**config.mk**
```make
export PLATFORM = sky130hd
export DESIGN_NAME = masked_wipe_pixel_blender_flat
export DESIGN_NICKNAME = d
export VERILOG_FILES = /design/src/hdl/mwpb_pkg.sv /design/src/hdl/mwpb_if.sv /design/src/hdl/masked_wipe_pixel_blender.sv /design/src/flat_wrapper.sv
export SDC_FILE = /design/constraint.sdc
export NUM_CORES = 2
export LEC_CHECK = 0
export BUFFER_PORTS_ARGS = -buffer_cell sky130_fd_sc_hd__buf_2
export CAP_MARGIN = 20
export CELL_PAD_IN_SITES_DETAIL_PLACEMENT = 1
export CELL_PAD_IN_SITES_GLOBAL_PLACEMENT = 1
export CORE_MARGIN = 1
export CORE_UTILIZATION = 30
export CTS_CLUSTER_SIZE = 20
export DETAILED_ROUTE_END_ITERATION = 10
export GPL_TIMING_DRIVEN = 0
export PLACE_DENSITY_LB_ADDON = 0.2
export SKIP_CTS_REPAIR_TIMING = 1
export SLEW_MARGIN = 5
export SYNTH_ARGS = -nofsm -noshare
export SYNTH_HDL_FRONTEND = slang
export SYNTH_SLANG_ARGS = --single-unit
```
**constraint.sdc**
```tcl
create_clock -name i_clk -period 11.29 [get_ports i_clk]
set_input_delay 0 -clock i_clk [delete_from_list [all_inputs] [get_ports i_clk]]
set_output_delay 0 -clock i_clk [all_outputs]
set_load 0.005 [all_outputs]
```
**src/hdl/mwpb_pkg.sv**
```systemverilog
// ============================================================================
// Masked wipe pixel blender package
// Shared widths, stage layout and codes for the wipe blender and its
// channel interfaces.
// ============================================================================
package mwpb_pkg;

    localparam int PIX_W      = 32;
    localparam int CH_W       = 8;
    localparam int NUM_CH     = PIX_W / CH_W;
    localparam int MASK_W     = 8;
    localparam int THR_W      = 11;
    // Sign-extended working width for threshold and mask arithmetic.
    localparam int ARITH_W    = THR_W + 1;
    // Divisor (high - low) is at most 2047 when a division is needed.
    localparam int DEN_W      = THR_W;
    localparam int WGT_FRAC   = 16;
    localparam int WGT_W      = WGT_FRAC + 1;
    localparam int PROD_W     = CH_W + WGT_W;

    localparam logic [WGT_W-1:0] WGT_ONE  = WGT_W'(1) << WGT_FRAC;
    localparam logic [WGT_W-1:0] WGT_ZERO = '0;

    // Stage layout: capture, one quotient bit per stage, weight select,
    // multiply, sum and output register.
    localparam int STG_IN   = 0;
    localparam int STG_WGT  = WGT_FRAC + 1;
    localparam int STG_MUL  = WGT_FRAC + 2;
    localparam int STG_OUT  = WGT_FRAC + 3;
    localparam int NUM_STG  = WGT_FRAC + 4;

    localparam int CFG_IDX_W  = 2;
    localparam int CFG_DATA_W = THR_W;

    typedef enum logic [CFG_IDX_W-1:0] {
        REG_LOW_THR  = 2'd0,
        REG_HIGH_THR = 2'd1
    } t_cfg_reg;

    typedef enum logic [1:0] {
        KIND_END   = 2'd0,
        KIND_START = 2'd1,
        KIND_DIV   = 2'd2
    } t_kind;

endpackage

```
**src/hdl/mwpb_if.sv**
```systemverilog
// ============================================================================
// Masked wipe pixel blender channel interfaces
// Valid/ready channels for pixel input, blended output and register writes.
// ============================================================================
interface mwpb_pix_if;
    logic                          valid;
    logic                          ready;
    logic [mwpb_pkg::PIX_W-1:0]    start_pixel;
    logic [mwpb_pkg::PIX_W-1:0]    end_pixel;
    logic [mwpb_pkg::MASK_W-1:0]   mask_level;

    modport source (output valid, output start_pixel, output end_pixel,
                    output mask_level, input ready);
    modport sink   (input valid, input start_pixel, input end_pixel,
                    input mask_level, output ready);
endinterface

interface mwpb_out_if;
    logic                          valid;
    logic                          ready;
    logic [mwpb_pkg::PIX_W-1:0]    blended_pixel;

    modport source (output valid, output blended_pixel, input ready);
    modport sink   (input valid, input blended_pixel, output ready);
endinterface

interface mwpb_cfg_if;
    logic                            valid;
    logic                            ready;
    logic [mwpb_pkg::CFG_IDX_W-1:0]  index;
    logic [mwpb_pkg::CFG_DATA_W-1:0] data;

    modport source (output valid, output index, output data, input ready);
    modport sink   (input valid, input index, input data, output ready);
endinterface

```
**src/hdl/masked_wipe_pixel_blender.sv**
```systemverilog
// ============================================================================
// Masked wipe pixel blender
// Blends a start and an end ARGB pixel with a weight derived from a wipe
// mask byte against two software-written thresholds.
// ============================================================================
// The block takes one pixel per clock while the output is not held off. Each
// pixel passes through the restoring divider that yields one quotient bit of
// the Q1.16 weight per pipeline stage, followed by weight select, multiply and
// sum stages. Each stage advances on its own, so bubbles close up behind a
// stalled output and new pixels are taken while a finished result waits. The
// user must write thresholds through the configuration channel only while the
// pipeline is empty; the block itself does not enforce this.
module masked_wipe_pixel_blender (
    input  logic        i_clk,
    input  logic        i_rst_n,
    mwpb_cfg_if.sink    i_cfg,
    mwpb_pix_if.sink    i_pix,
    mwpb_out_if.source  o_res
);

    localparam int CW = mwpb_pkg::CH_W;
    localparam int FB = mwpb_pkg::WGT_FRAC;

    // Configuration registers.
    logic [mwpb_pkg::THR_W-1:0] r_low_thr;
    logic [mwpb_pkg::THR_W-1:0] r_high_thr;
    logic [mwpb_pkg::DEN_W-1:0] r_den;

    // Pipeline control.
    logic [mwpb_pkg::NUM_STG-1:0] r_vld;
    logic [mwpb_pkg::NUM_STG-1:0] stg_en;

    // Pixel payload travels up to the multiply stage.
    logic [mwpb_pkg::PIX_W-1:0]  r_start [mwpb_pkg::STG_MUL];
    logic [mwpb_pkg::PIX_W-1:0]  r_end   [mwpb_pkg::STG_MUL];
    // Division state travels up to the weight stage.
    mwpb_pkg::t_kind             r_kind  [mwpb_pkg::STG_WGT];
    logic [mwpb_pkg::DEN_W-1:0]  r_rem   [mwpb_pkg::STG_WGT];
    logic [FB-1:0]               r_quo   [mwpb_pkg::STG_WGT];

    logic [mwpb_pkg::WGT_W-1:0]  r_wgt;
    logic [mwpb_pkg::WGT_W-1:0]  r_inv;
    logic [mwpb_pkg::PROD_W-1:0] r_prod_s [mwpb_pkg::NUM_CH];
    logic [mwpb_pkg::PROD_W-1:0] r_prod_e [mwpb_pkg::NUM_CH];
    logic [mwpb_pkg::PIX_W-1:0]  r_blend;

    // Input classification.
    logic signed [mwpb_pkg::ARITH_W-1:0] mask_s;
    logic signed [mwpb_pkg::ARITH_W-1:0] low_s;
    logic signed [mwpb_pkg::ARITH_W-1:0] high_s;
    logic signed [mwpb_pkg::ARITH_W-1:0] num_s;
    logic signed [mwpb_pkg::ARITH_W-1:0] den_s;
    mwpb_pkg::t_kind                     n_kind;
    logic [mwpb_pkg::DEN_W-1:0]          n_rem0;

    // Divider steps.
    logic [mwpb_pkg::DEN_W:0]    step_dbl [1:FB];
    logic                        step_ge  [1:FB];
    logic [mwpb_pkg::DEN_W-1:0]  n_rem    [1:FB];
    logic [FB-1:0]               n_quo    [1:FB];

    logic [mwpb_pkg::WGT_W-1:0]  n_wgt;
    logic [mwpb_pkg::PROD_W-1:0] blend_sum [mwpb_pkg::NUM_CH];

    // ------------------------------------------------------------------------
    // Configuration
    // ------------------------------------------------------------------------
    assign i_cfg.ready = 1'b1;

    assign low_s  = {r_low_thr[mwpb_pkg::THR_W-1], r_low_thr};
    assign high_s = {r_high_thr[mwpb_pkg::THR_W-1], r_high_thr};
    assign den_s  = high_s - low_s;

    always_ff @(posedge i_clk) begin
        if (!i_rst_n) begin
            r_low_thr  <= '0;
            r_high_thr <= '0;
            r_den      <= '0;
        end else begin
            if (i_cfg.valid) begin
                case (i_cfg.index)
                    mwpb_pkg::REG_LOW_THR:  r_low_thr  <= i_cfg.data;
                    mwpb_pkg::REG_HIGH_THR: r_high_thr <= i_cfg.data;
                    default: ;
                endcase
            end
            // Only meaningful when low < high, where it fits in DEN_W bits.
            r_den <= den_s[mwpb_pkg::DEN_W-1:0];
        end
    end

    // ------------------------------------------------------------------------
    // Stage advance: a stage moves when it is empty or its successor moves.
    // ------------------------------------------------------------------------
    always_comb begin
        stg_en[mwpb_pkg::NUM_STG-1] = !r_vld[mwpb_pkg::NUM_STG-1] || o_res.ready;
        for (int i = mwpb_pkg::NUM_STG - 2; i >= 0; i--) begin
            stg_en[i] = !r_vld[i] || stg_en[i+1];
        end
    end

    assign i_pix.ready         = stg_en[mwpb_pkg::STG_IN];
    assign o_res.valid         = r_vld[mwpb_pkg::STG_OUT];
    assign o_res.blended_pixel = r_blend;

    always_ff @(posedge i_clk) begin
        if (!i_rst_n) begin
            r_vld <= '0;
        end else begin
            if (stg_en[mwpb_pkg::STG_IN]) begin
                r_vld[mwpb_pkg::STG_IN] <= i_pix.valid;
            end
            for (int i = 1; i < mwpb_pkg::NUM_STG; i++) begin
                if (stg_en[i]) begin
                    r_vld[i] <= r_vld[i-1];
                end
            end
        end
    end

    // ------------------------------------------------------------------------
    // Capture stage: classify the mask against the thresholds.
    // ------------------------------------------------------------------------
    assign mask_s = $signed({{(mwpb_pkg::ARITH_W - mwpb_pkg::MASK_W){1'b0}},
                             i_pix.mask_level});
    assign num_s  = high_s - mask_s;

    always_comb begin
        n_rem0 = '0;
        if (mask_s <= low_s) begin
            n_kind = mwpb_pkg::KIND_END;
        end else if (mask_s >= high_s) begin
            n_kind = mwpb_pkg::KIND_START;
        end else begin
            // Here 0 < high - mask < high - low, so the quotient has no
            // integer part and the start remainder is the numerator itself.
            n_kind = mwpb_pkg::KIND_DIV;
            n_rem0 = num_s[mwpb_pkg::DEN_W-1:0];
        end
    end

    // ------------------------------------------------------------------------
    // Restoring division, one quotient bit per stage.
    // ------------------------------------------------------------------------
    always_comb begin
        for (int k = 1; k <= FB; k++) begin
            step_dbl[k] = {r_rem[k-1], 1'b0};
            step_ge[k]  = step_dbl[k] >= {1'b0, r_den};
            if (step_ge[k]) begin
                n_rem[k] = mwpb_pkg::DEN_W'(step_dbl[k] - {1'b0, r_den});
            end else begin
                n_rem[k] = step_dbl[k][mwpb_pkg::DEN_W-1:0];
            end
            n_quo[k] = {r_quo[k-1][FB-2:0], step_ge[k]};
        end
    end

    always_comb begin
        case (r_kind[FB])
            mwpb_pkg::KIND_END:   n_wgt = mwpb_pkg::WGT_ONE;
            mwpb_pkg::KIND_START: n_wgt = mwpb_pkg::WGT_ZERO;
            default:              n_wgt = {1'b0, r_quo[FB]};
        endcase
    end

    always_comb begin
        for (int c = 0; c < mwpb_pkg::NUM_CH; c++) begin
            blend_sum[c] = r_prod_s[c] + r_prod_e[c];
        end
    end

    // ------------------------------------------------------------------------
    // Payload registers
    // ------------------------------------------------------------------------
    always_ff @(posedge i_clk) begin
        if (stg_en[mwpb_pkg::STG_IN]) begin
            r_start[mwpb_pkg::STG_IN] <= i_pix.start_pixel;
            r_end[mwpb_pkg::STG_IN]   <= i_pix.end_pixel;
            r_kind[mwpb_pkg::STG_IN]  <= n_kind;
            r_rem[mwpb_pkg::STG_IN]   <= n_rem0;
            r_quo[mwpb_pkg::STG_IN]   <= '0;
        end
        for (int k = 1; k <= FB; k++) begin
            if (stg_en[k]) begin
                r_start[k] <= r_start[k-1];
                r_end[k]   <= r_end[k-1];
                r_kind[k]  <= r_kind[k-1];
                r_rem[k]   <= n_rem[k];
                r_quo[k]   <= n_quo[k];
            end
        end
        if (stg_en[mwpb_pkg::STG_WGT]) begin
            r_start[mwpb_pkg::STG_WGT] <= r_start[FB];
            r_end[mwpb_pkg::STG_WGT]   <= r_end[FB];
            r_wgt                      <= n_wgt;
            r_inv                      <= mwpb_pkg::WGT_ONE - n_wgt;
        end
        if (stg_en[mwpb_pkg::STG_MUL]) begin
            for (int c = 0; c < mwpb_pkg::NUM_CH; c++) begin
                r_prod_s[c] <= mwpb_pkg::PROD_W'(r_start[mwpb_pkg::STG_WGT][c*CW +: CW])
                             * mwpb_pkg::PROD_W'(r_inv);
                r_prod_e[c] <= mwpb_pkg::PROD_W'(r_end[mwpb_pkg::STG_WGT][c*CW +: CW])
                             * mwpb_pkg::PROD_W'(r_wgt);
            end
        end
        if (stg_en[mwpb_pkg::STG_OUT]) begin
            for (int c = 0; c < mwpb_pkg::NUM_CH; c++) begin
                r_blend[c*CW +: CW] <= blend_sum[c][FB +: CW];
            end
        end
    end

    // ------------------------------------------------------------------------
    // Assertions
    // ------------------------------------------------------------------------
    a_accept_fills_first: assert property (@(posedge i_clk) disable iff (!i_rst_n)
        (i_pix.valid && i_pix.ready) |=> r_vld[mwpb_pkg::STG_IN])
        else $error("transferred pixel did not enter the first stage");

    a_empty_out_ready: assert property (@(posedge i_clk) disable iff (!i_rst_n)
        !r_vld[mwpb_pkg::STG_OUT] |-> i_pix.ready)
        else $error("input held off while the output register is empty");

    a_rem_below_den: assert property (@(posedge i_clk) disable iff (!i_rst_n)
        (r_vld[FB] && (r_kind[FB] == mwpb_pkg::KIND_DIV)) |-> (r_rem[FB] < r_den))
        else $error("divider remainder not below divisor");

    a_div_weight_nonzero: assert property (@(posedge i_clk) disable iff (!i_rst_n)
        (r_vld[FB] && (r_kind[FB] == mwpb_pkg::KIND_DIV)) |-> (r_quo[FB] != '0))
        else $error("blend weight inside the ramp came out zero");

endmodule

```
**src/flat_wrapper.sv**
```systemverilog
// flat-port wrapper written by rule: the top's interface ports become plain ports
module masked_wipe_pixel_blender_flat 
  (i_clk, i_rst_n, i_cfg_valid, i_cfg_index, i_cfg_data, i_cfg_ready, i_pix_valid, i_pix_start_pixel, i_pix_end_pixel, i_pix_mask_level, i_pix_ready, o_res_valid, o_res_blended_pixel, o_res_ready);
  mwpb_cfg_if i_cfg_i ();
  mwpb_pix_if i_pix_i ();
  mwpb_out_if o_res_i ();
  input  logic i_clk;
  input  logic i_rst_n;
  input wire logic [$bits(i_cfg_i.valid)-1:0] i_cfg_valid;
  input wire logic [$bits(i_cfg_i.index)-1:0] i_cfg_index;
  input wire logic [$bits(i_cfg_i.data)-1:0] i_cfg_data;
  output wire logic [$bits(i_cfg_i.ready)-1:0] i_cfg_ready;
  input wire logic [$bits(i_pix_i.valid)-1:0] i_pix_valid;
  input wire logic [$bits(i_pix_i.start_pixel)-1:0] i_pix_start_pixel;
  input wire logic [$bits(i_pix_i.end_pixel)-1:0] i_pix_end_pixel;
  input wire logic [$bits(i_pix_i.mask_level)-1:0] i_pix_mask_level;
  output wire logic [$bits(i_pix_i.ready)-1:0] i_pix_ready;
  output wire logic [$bits(o_res_i.valid)-1:0] o_res_valid;
  output wire logic [$bits(o_res_i.blended_pixel)-1:0] o_res_blended_pixel;
  input wire logic [$bits(o_res_i.ready)-1:0] o_res_ready;
  assign i_cfg_i.valid = i_cfg_valid;
  assign i_cfg_i.index = i_cfg_index;
  assign i_cfg_i.data = i_cfg_data;
  assign i_cfg_ready = i_cfg_i.ready;
  assign i_pix_i.valid = i_pix_valid;
  assign i_pix_i.start_pixel = i_pix_start_pixel;
  assign i_pix_i.end_pixel = i_pix_end_pixel;
  assign i_pix_i.mask_level = i_pix_mask_level;
  assign i_pix_ready = i_pix_i.ready;
  assign o_res_valid = o_res_i.valid;
  assign o_res_blended_pixel = o_res_i.blended_pixel;
  assign o_res_i.ready = o_res_ready;
  masked_wipe_pixel_blender u_core (.i_clk(i_clk), .i_rst_n(i_rst_n), .i_cfg(i_cfg_i), .i_pix(i_pix_i), .o_res(o_res_i));
endmodule
```
==> run metrics <==
status completed; hpwl dp 195000 um; sequential fraction of design power 0.344; DR vias/cell 4.54; Synth Instances 7626; Final setup viols 0; class of the worst hold path input pin to flip-flop; setup_tns 0 ns; Leakage Power 49.2 nW; Rel. slew slack 0.172; Worst-Margin Slew around 1.2 ns; total gr overflow 0; Yosys top cell area share 0.524; post-route total power ~0.028 W; minimum clock period 7.01 ns; Final WS setup 4.28 ns; CP Cell Sequence clkbuf_1 -> clkbuf_2 -> nand2_1 -> fa_1 -> fa_1 -> inv_1 -> fa_1 -> inv_1 -> fa_1 -> inv_1 -> ha_1 -> nor3_1 -> inv_1 -> a311oi_1 -> o311ai_1 -> a31oi_1 -> nor2b_1 -> o21ai_1 -> a21oi_1 -> xor2_1; Synth async-reset ratio 0; synth unique cells 87; total CTS buffers 209; non-filler cells, final 12732; Max H-tree Level 4; clock root buffer clkbuf_16; Peak Freq 143 MHz; Final ANT Viol Nets 0; synth warn 0; final hold vios 0; Synth Cell Area 0.101 mm2; clock skew 0.0901 ns; Worst VDD drop between 0.15 and 0.2 mV; critical path's slowest cell clkbuf_2; net count after synthesis ~9100; WL/cell around 20 um; max_cap viols 0; port bufs 123; die height 581 um; ratio of cells with drive above 1 in the final layout 0.0749; Sw Ratio 0.366; Clock Sinks approximately 1800; largest net degree at the start of global routing 74; peak fanout along the critical path 10; Core Area roughly 0.33 mm2; flops & latches, synth roughly 1800; Starting DRT DRC Count 2551; synthesized area per cell 13.2 um2; DP Worst Slack 4.03 ns; Critical Path AT 7.53 ns; Vias 57791; Synth area leaders edfxtp_1 52%, fa_1 15%, ha_1 7.9%, and2_1 5.5%, inv_1 3.7%; Net Sw Power 0.0103 W; top post-synthesis cells by count 1755 x edfxtp_1, 1005 x inv_1, 890 x and2_1; initial antenna violation count 30; post-synthesis sequential area ratio 0.534; required time of the worst setup path 11.82 ns; worst skew pair latency 0.88 ns; DR pass1 iterations 6; Max clock buf depth 4; Reg clk slew, reported paths 0.06 ns; Die W ~580 um; combinational power share 0.414; CP Class flip-flop to flip-flop; buffer and inverter count on the worst path 6; most frequent cell after synthesis edfxtp_1; cell taking the most area after synthesis edfxtp_1; FP Rows 212; gpl congestion 0.861; CP startpoint kind flip-flop; Clock power frac 0.242; crit share post-route 0.621; Inst Count DP 12163; vias in the first global route 63366; CTS tree done; Fillers 35293; # DRC 0; total wire length roughly 260000 um; RSZ-0062 raised after global routing no; Area Overhead vs Synth 15.5%; Main synth FF type edfxtp_1; final hold slack 0.00862 ns; DIE AREA 0.338 mm2; final net count 9609; top cell family by delay on the critical path adder cells; Critical Path End Type flip-flop; IO Pins about 130; total global-route track usage 0.152; CP peak stage delay 0.71 ns; first-pass GRT wire length around 390000 um; Initial Util 0.302; PwrDens approximately 240 mW/mm2; number of flops mapped to enable cells by yosys 1755; final max-slew violation count 0; internal power 0.0178 W
-- layout make-up --
type | instances | area (um2) | share of cell area
Antenna cell | 18 | 45.0 | 0.000388
Multi-Input combinational cell | 4612 | 42400 | 0.365
Inverter | 1006 | 3800 | 0.0327
Tap cell | 4387 | 5490 | 0.0472
Sequential cell | 1808 | 53800 | 0.463
Timing Repair Buffer | 319 | 3020 | 0.0259
Clock buffer | 251 | 5480 | 0.0472
Clock inverter | 131 | 1460 | 0.0126
Buffer | 200 | 792 | 0.00681
-- path summary, 6_finish.rpt --
| path | from | to | slack, ns | cells after the start |
|---|---|---|---|---|
| max | u_core.r_inv[0]$_DFFE_PP_ | u_core.r_prod_e[0][22]$_DFFE_PP_ | 4.28 | 20 |
| min | i_pix_mask_level[3] | u_core.r_rem[0][3]$_SDFFCE_PP0P_ | 0.009 | 6 |
| max reg2reg | u_core.r_inv[0]$_DFFE_PP_ | u_core.r_prod_e[0][22]$_DFFE_PP_ | 4.28 | 20 |
| min reg2reg | u_core.r_start[8][20]$_DFFE_PP_ | u_core.r_start[9][20]$_DFFE_PP_ | 0.37 | 0 |
-- cell families after synthesis --
group | synth area share
buf+inv | 0.0454
fa+ha+maj | 0.224
flops | 0.534
mux | 0.0127
xor+xnor | 0.0228
simple gates | 0.108
compound gates | 0.0532
other cells | 0.0000373
-- power by group through the flow --
stage | clock network [W] | registers [W] | logic (W)
5_1_grt | 0.00731 | 0.00977 | 0.0131
4_1_cts | 0.00707 | 0.00970 | 0.0119
3_3_place_gp | 0 | 0.00980 | 0.0115
3_5_place_dp | 0 | 0.00983 | 0.0117
6_report | 0.00679 | 0.00966 | 0.0116
2_1_floorplan | 0 | 0.00946 | 0.00797
-- layer usage --
layer	track usage	up-vias	share of wire
li1	-	27090	-
met1	0.205	29604	0.46
met2	0.259	775	0.48
met3	0.0169	322	0.031
met4	0.0423	0	0.027
met5	0	-	0
-- worst register-to-register path, delay by kind of cell (launching register included) --
kind | cells | cell delay [ns]
fa+ha+maj | 5 | 2.22
compound gates | 5 | 1.47
buf+inv | 6 | 1.45
xor+xnor | 1 | 0.68
simple gates | 3 | 0.56
flops | 1 | 0.32
-- metrics by stage --
stage | area, um2 | util
3_5_place_dp | 108000 | 0.322
4_1_cts | 114000 | 0.343
6_report | 116000 | 0.348
2_1_floorplan | 101000 | -
5_1_grt | 116000 | 0.348
3_3_place_gp | 107000 | 0.320
-- state kept, by name (all words and copies together), names as in the netlist, 16 cells and up --
| register | count |
|---|---|
| u_core.r_start | 576 |
| u_core.r_quo | 136 |
| u_core.o_res.blended_pixel | 32 |
| u_core.r_rem | 176 |
| u_core.r_prod_e | 96 |
| u_core.r_end | 576 |
| u_core.r_kind | 34 |
| u_core.r_vld | 20 |
| u_core.r_wgt | 16 |
| u_core.r_inv | 17 |
| u_core.r_prod_s | 96 |
-- cells in the final DEF, fill, tap and decap left out, types with 28 or more instances in the layout --
| master | netlist | final |
|---|---|---|
| nand2_1 | 426 | 418 |
| nor3_1 | 77 | 77 |
| mux2_2 | 86 | 86 |
| dlygate4sd3_1 | 0 | 169 |
| buf_2 | 13 | 136 |
| clkinv_1 | 1 | 50 |
| edfxtp_1 | 1755 | 1755 |
| xor2_1 | 78 | 78 |
| and2_1 | 890 | 890 |
| clkinv_2 | 0 | 28 |
| o21ai_0 | 148 | 148 |
| o21ai_1 | 36 | 36 |
| clkbuf_16 | 0 | 211 |
| nand4_1 | 44 | 44 |
| nor2_1 | 331 | 331 |
| o31ai_1 | 53 | 53 |
| dfxtp_1 | 53 | 51 |
| mux2i_1 | 31 | 31 |
| a21oi_1 | 201 | 201 |
| o21a_1 | 66 | 66 |
| inv_1 | 1005 | 990 |
| nand3_1 | 87 | 85 |
| clkbuf_1 | 175 | 208 |
| nor2b_1 | 86 | 86 |
| a21boi_0 | 44 | 44 |
| fa_1 | 729 | 729 |
| a21o_1 | 83 | 83 |
| ha_1 | 634 | 634 |
| xnor2_1 | 184 | 184 |
Power figures use the tool's default switching activity.
